==> config.mk <==
export PLATFORM = sky130hd
export DESIGN_NAME = pssw_ctrl
export DESIGN_NICKNAME = d
export VERILOG_FILES = /design/src/design/pssw_pkg.sv /design/src/design/pssw_ctrl.sv
export VERILOG_INCLUDE_DIRS = /design/src /design/src/design
export SDC_FILE = /design/constraint.sdc
export NUM_CORES = 1
export LEC_CHECK = 0
export BUFFER_PORTS_ARGS = -buffer_cell sky130_fd_sc_hd__buf_2
export CORE_AREA = 5 5 42 44
export DETAILED_ROUTE_END_ITERATION = 7
export DIE_AREA = 0 0 47 49
export GPL_TIMING_DRIVEN = 0
export PLACE_DENSITY = 0.52
export SYNTH_ARGS = -nofsm -noshare
export SYNTH_HDL_FRONTEND = slang
export SYNTH_SLANG_ARGS = --single-unit
==> constraint.sdc <==
create_clock -name clk -period 1.4 [get_ports clk]
set_input_delay 0.28 -clock clk [delete_from_list [all_inputs] [get_ports clk]]
set_output_delay 0.28 -clock clk [all_outputs]
set_load 0.02 [all_outputs]
==> src/design/prefix_suffix_word_search_defines.svh <==
// ---------------------------------------------------------------------------
// prefix suffix word search assertion macros
// clocked assertion helpers shared by the rtl files
// ---------------------------------------------------------------------------
`ifndef PREFIX_SUFFIX_WORD_SEARCH_DEFINES_SVH
`define PREFIX_SUFFIX_WORD_SEARCH_DEFINES_SVH

// checked only out of reset
`define PSSW_ASSERT(label, prop, msg) \
  label: assert property (@(posedge clk) disable iff (rst) prop) else $error(msg);

// checked at every edge, reset included
`define PSSW_ASSERT_ALWAYS(label, prop, msg) \
  label: assert property (@(posedge clk) prop) else $error(msg);

`endif

==> src/design/pssw_pkg.sv <==
// ---------------------------------------------------------------------------
// pssw_pkg
// shared types and constants of the prefix suffix word search block
// ---------------------------------------------------------------------------
package pssw_pkg;

  localparam int LETTER_W      = 5;
  localparam int NUM_LETTERS   = 10;
  localparam int CHARS_W       = LETTER_W * NUM_LETTERS;
  localparam int LEN_W         = 4;
  localparam int INDEX_W       = 14;
  localparam int MAX_WORDS_DEF = 16384;
  localparam int MAX_LEN_DEF   = 10;

  localparam logic FUNC_APPEND = 1'b0;
  localparam logic FUNC_QUERY  = 1'b1;

  typedef struct packed {
    logic               func;
    logic [CHARS_W-1:0] word_chars;
    logic [LEN_W-1:0]   word_len;
    logic [CHARS_W-1:0] prefix_chars;
    logic [LEN_W-1:0]   prefix_len;
    logic [CHARS_W-1:0] suffix_chars;
    logic [LEN_W-1:0]   suffix_len;
  } in_item_t;

  typedef struct packed {
    logic               found;
    logic [INDEX_W-1:0] match_index;
    logic               table_full;
  } out_item_t;

  typedef struct packed {
    logic capture;
    logic append;
    logic scan_start;
    logic scan_stop;
    logic hit_load;
    logic out_load;
  } ctrl_cmd_t;

  typedef struct packed {
    logic in_query;
    logic count_zero;
    logic hit;
    logic last;
  } dpath_status_t;

endpackage

==> src/design/pssw_ctrl.sv <==
// ---------------------------------------------------------------------------
// pssw_ctrl
// sequencer for append, table scan and result hand-off
// ---------------------------------------------------------------------------
`include "prefix_suffix_word_search_defines.svh"

module pssw_ctrl (
  input  logic                    clk,
  input  logic                    rst,
  input  logic                    in_valid,
  output logic                    in_ready,
  output logic                    out_valid,
  input  logic                    out_ready,
  input  pssw_pkg::dpath_status_t st,
  output pssw_pkg::ctrl_cmd_t     cmd
);
  import pssw_pkg::*;

  typedef enum logic [3:0] {
    S_IDLE   = 4'b0001,
    S_APPEND = 4'b0010,
    S_SCAN   = 4'b0100,
    S_FINISH = 4'b1000
  } state_t;

  state_t state;
  state_t state_next;
  logic   out_valid_next;
  logic   in_fire;
  logic   slot_free;

  assign in_ready  = (state == S_IDLE);
  assign in_fire   = in_valid && in_ready;
  assign slot_free = !out_valid || out_ready;

  always_comb begin
    state_next     = state;
    cmd            = '0;
    out_valid_next = out_valid && !out_ready;
    case (state)
      S_IDLE: begin
        if (in_fire) begin
          cmd.capture = 1'b1;
          if (!st.in_query) begin
            state_next = S_APPEND;
          end else if (st.count_zero) begin
            state_next = S_FINISH;
          end else begin
            cmd.scan_start = 1'b1;
            state_next     = S_SCAN;
          end
        end
      end
      S_APPEND: begin
        cmd.append = 1'b1;
        state_next = S_FINISH;
      end
      S_SCAN: begin
        if (st.hit) begin
          cmd.hit_load  = 1'b1;
          cmd.scan_stop = 1'b1;
          state_next    = S_FINISH;
        end else if (st.last) begin
          cmd.scan_stop = 1'b1;
          state_next    = S_FINISH;
        end
      end
      S_FINISH: begin
        if (slot_free) begin
          cmd.out_load   = 1'b1;
          out_valid_next = 1'b1;
          state_next     = S_IDLE;
        end
      end
      default: begin
        state_next = S_IDLE;
      end
    endcase
  end

  always_ff @(posedge clk) begin
    if (rst) begin
      state     <= S_IDLE;
      out_valid <= 1'b0;
    end else begin
      state     <= state_next;
      out_valid <= out_valid_next;
    end
  end

  `PSSW_ASSERT(a_accept_leaves_idle, in_fire |=> state != S_IDLE, "transfer did not start work")
  `PSSW_ASSERT(a_hit_in_scan, st.hit |-> state == S_SCAN, "match seen outside scan")
  `PSSW_ASSERT(a_result_from_finish, $rose(out_valid) |-> $past(state == S_FINISH), "stray result")

endmodule

# Yosys cells after proc, flatten, opt, wreduce, memory -nomap -nowiden

Cells that the tools add are included.

Mux-type cells: 22
Reductions and logical operators: 6
Eq/ne operators: 7

Operators by type and width:

| cell                 | count |
|---|---|
| $mux W4              | 6 |
| $pmux W4 S4          | 1 |
| $mux W1              | 14 |
| $eq A4 B1 Y1 const B | 1 |
| $eq A4 B2 Y1 const B | 1 |
| $eq A4 B3 Y1 const B | 1 |
| $eq A4 B4 Y1 const B | 1 |
| $ne A3 B3 Y1 const B | 1 |
| $reduce_and A3 Y1    | 1 |
| $logic_and A1 B1 Y1  | 2 |
| $logic_not A1 Y1     | 2 |
| $mux W2              | 1 |
| $ne A2 B1 Y1 const B | 1 |
| $ne A2 B2 Y1 const B | 1 |
| $logic_or A1 B1 Y1   | 1 |

Logic and storage cells: 37
Register bits after elaboration: 5
Input bits: 8

# Logic depth before layout (Yosys ltp)

Word-level depth: 4
Depth in mapped cells: 5
Depth with buffers taken out: 4

# Worst setup path after synthesis

No wires, ideal clock.

Kind: register to output
Start point: register state[3]
End point: output cmd[3] in the netlist's numbering
Arrival: 1237 ps
Stages on the path, launching flop included: 5
Setup slack: -117 ps
Path through: dfxtp_1 -> buf_6 -> nor4b_4 -> nand4b_1 -> inv_1

RTL lines:

| what                     | line            | RTL |
|---|---|---|
| start: declaration       | pssw_ctrl.sv:26 | `state_t state;` |
| start signal: assignment | pssw_ctrl.sv:86 | `state <= state_next;` |
| end: declaration         | pssw_ctrl.sv:15 | `output pssw_pkg::ctrl_cmd_t cmd` |

==> out/results.ini <==
[run_status]
status = finished, violations left
failed_checks = setup timing

[finish]
nFillCells = 155
mostFrequentLayoutCells = buf_2, buf_4, nand2_1
area_growth_pct = 64.84
regArea_um2 = 110.1
finalNetCount = 71
multi_input_area_um2 = 219.0
instances_no_fill = 78
layout_commonest_cell = buf_2
drive_above_1_share = 0.5645
antenna_cells = 0
fin_util = 0.3768

[synth]
yosysWarnings = 0
yosysTopAreaCell = dfxtp_1
syn_area_um2 = 320.3
seq_area_frac_synth = 0.3125
yosysUniqueCellTypes = 21
synth.area.top_cells = dfxtp_1, nor4b_4, nand2_1
synth_seq_cells = 5
postSynthAreaPerCell_um2 = 8.429
netlist_instances = 38
synth.top_cell.area_share = 0.3125
syn_nets = 46

[pwr]
p_seq_frac = 0.363
p_sw_frac = 0.2942
ir_drop_mv = 0.4396
pwr-share-comb = 0.289
clkPwrFrac = 0.348
p_per_area_nw_per_um2 = 891.1
p_int_w = 0.0003321
switching_power_w = 0.0001384
power_leakage_nw = 0.2479

[global_route]
first_global_vias = 339
gr-total-overflow = 0
grt_pass1_wl_mm = 1.311
antenna_found_initial = 0
grt_max_degree = 8
grt_util_all_layers = 0.08039

[run]
drv_cap = 0

[clocking]
cts.reportedPaths.clkPinSlew_ns = 0.04
htreeDepth = 1
clk_latency_ns = 0.24
cts_buffers = 3
hold_buffers = 0
cts.sinks = 5
root_buffer = clkbuf_4
cts_tree = built
clockBufferDepth = 2

[timing]
relSlewSlack = 0.7434
min_period_over_period = 1.147
hold_violations = 0
worst_slack_ns = -0.2057
fin_crit_ns = 1.606
timing.final.max_slew_violations = 0
rsz0062_at_grt = yes
skew_ns = 0.001962
fmax_mhz = 622.8
worstMarginPinSlew_ns = 0.3789
finalSetupViolations = 7

[place]
place_hpwl_um = 602.4
gp_congestion = 0.7097
port_buffers = 15
numPlacedInstances = 69
post-place-ws_ns = -0.07885

[drt]
vias = 354
ant_nets = 0
drt_pre_antenna_iters = 4
wirelength_um = 861
drc_errors = 0
wl_per_cell_um = 11.04
drt_iter0_drc = 7
vias_per_cell = 4.538

[floorplan]
chipWidth_um = 47
coreArea_um2 = 1401
die_y_um = 49
rows = 14
top_level_ports = 16
start_util = 0.2286
die-area_um2 = 2303

[worst_setup_path]
endpoint_kind = primary output
required_ns = 1.12
worst_ep_arrival_time_ns = 1.33
criticalPathCategory = flip-flop to primary output
crit_path_max_fanout = 4
rrSetupSlack_ns = 0.10
critPathLaunchType = flip-flop

[hold_path]
hold_class = input port to flip-flop

[metrics by stage]
stage	instance area (um2)	setup TNS, ns	hold WS [ns]	total power [W]
6_report	528.0	-0.7977	0.2398	0.0004705
5_1_grt	528.0	-1.251	0.2436	0.0004992
4_1_cts	486.7	-1.104	0.2320	0.0004562
3_5_place_dp	415.4	-0.1219	0.4876	0.0002746
3_3_place_gp	415.4	-0.1115	0.4888	0.0002736
2_1_floorplan	320.3	-0.2687	0.3491	0.0002398
[critical path, cell delays in order, from the launching register on]
cell and delay (ns):
dfxtp_4 0.35, nor4b_4 0.36, nand4b_1 0.19, inv_2 0.08
buf_6 0.11
[logic make-up after synthesis]
logic type | synth area share
DFF | 0.3125
and+or+nand+nor | 0.4766
AOI/OAI and AO/OA | 0.1406
buffers and inverters | 0.07031
[routing by layer]
metal  routed length (um)  GRT usage
met1                  351    0.09713
met3                   36    0.02214
met2                  456     0.1109
met5                    0          0
met4                   17    0.06912
[path summary, 6_finish.rpt]
path,start,end,depth (start not counted)
setup / recovery,state[1],cmd[3],4
hold / removal,st[3],state[1],2
setup reg to reg,state[1],state[3],5
hold reg to reg,out_valid,out_valid,2
[state kept, by name (all words and copies together), names as in the netlist]
name,cells
state,4
out_valid,1
[synthesized netlist by cell type (all sizes together)]
master / number
nor3: 1
a21oi: 2
buf: 1
nor2b: 3
nand3b: 1
inv: 3
o21ai: 1
a211oi: 1
nor2: 3
nor3b: 1
o311ai: 1
a31oi: 1
nand2b: 2
and2: 1
nand2: 5
dfxtp: 5
nor4b: 3
a21o: 1
nand4b: 2
[power by group through the flow]
| stage | Clock, W | Sequential, W | Combinational [W] |
|---|---|---|---|
| 2_1_floorplan | 0 | 0.000164 | 0.0000760 |
| 3_3_place_gp | 0 | 0.000165 | 0.000108 |
| 3_5_place_dp | 0 | 0.000165 | 0.000109 |
| 4_1_cts | 0.000170 | 0.000163 | 0.000123 |
| 5_1_grt | 0.000179 | 0.000173 | 0.000148 |
| 6_report | 0.000164 | 0.000171 | 0.000136 |
[area by class of cell]
type,instances,share of cell area
tap,16,0.03791
inverter,3,0.02133
multi-input combinational,29,0.4147
sequential,5,0.2085
clock buffer,4,0.04976
timing repair buffer,21,0.2678
[repair_timing]
item,4_1_cts,5_1_grt
cloned,0,0
endpoints found under the setup margin,7,8
endpoints found under the hold margin,0,0
pin swaps,2,1
gates resized for setup,9,9
buffers inserted,3,3
No activity file was read; power rests on OpenSTA's default activity.
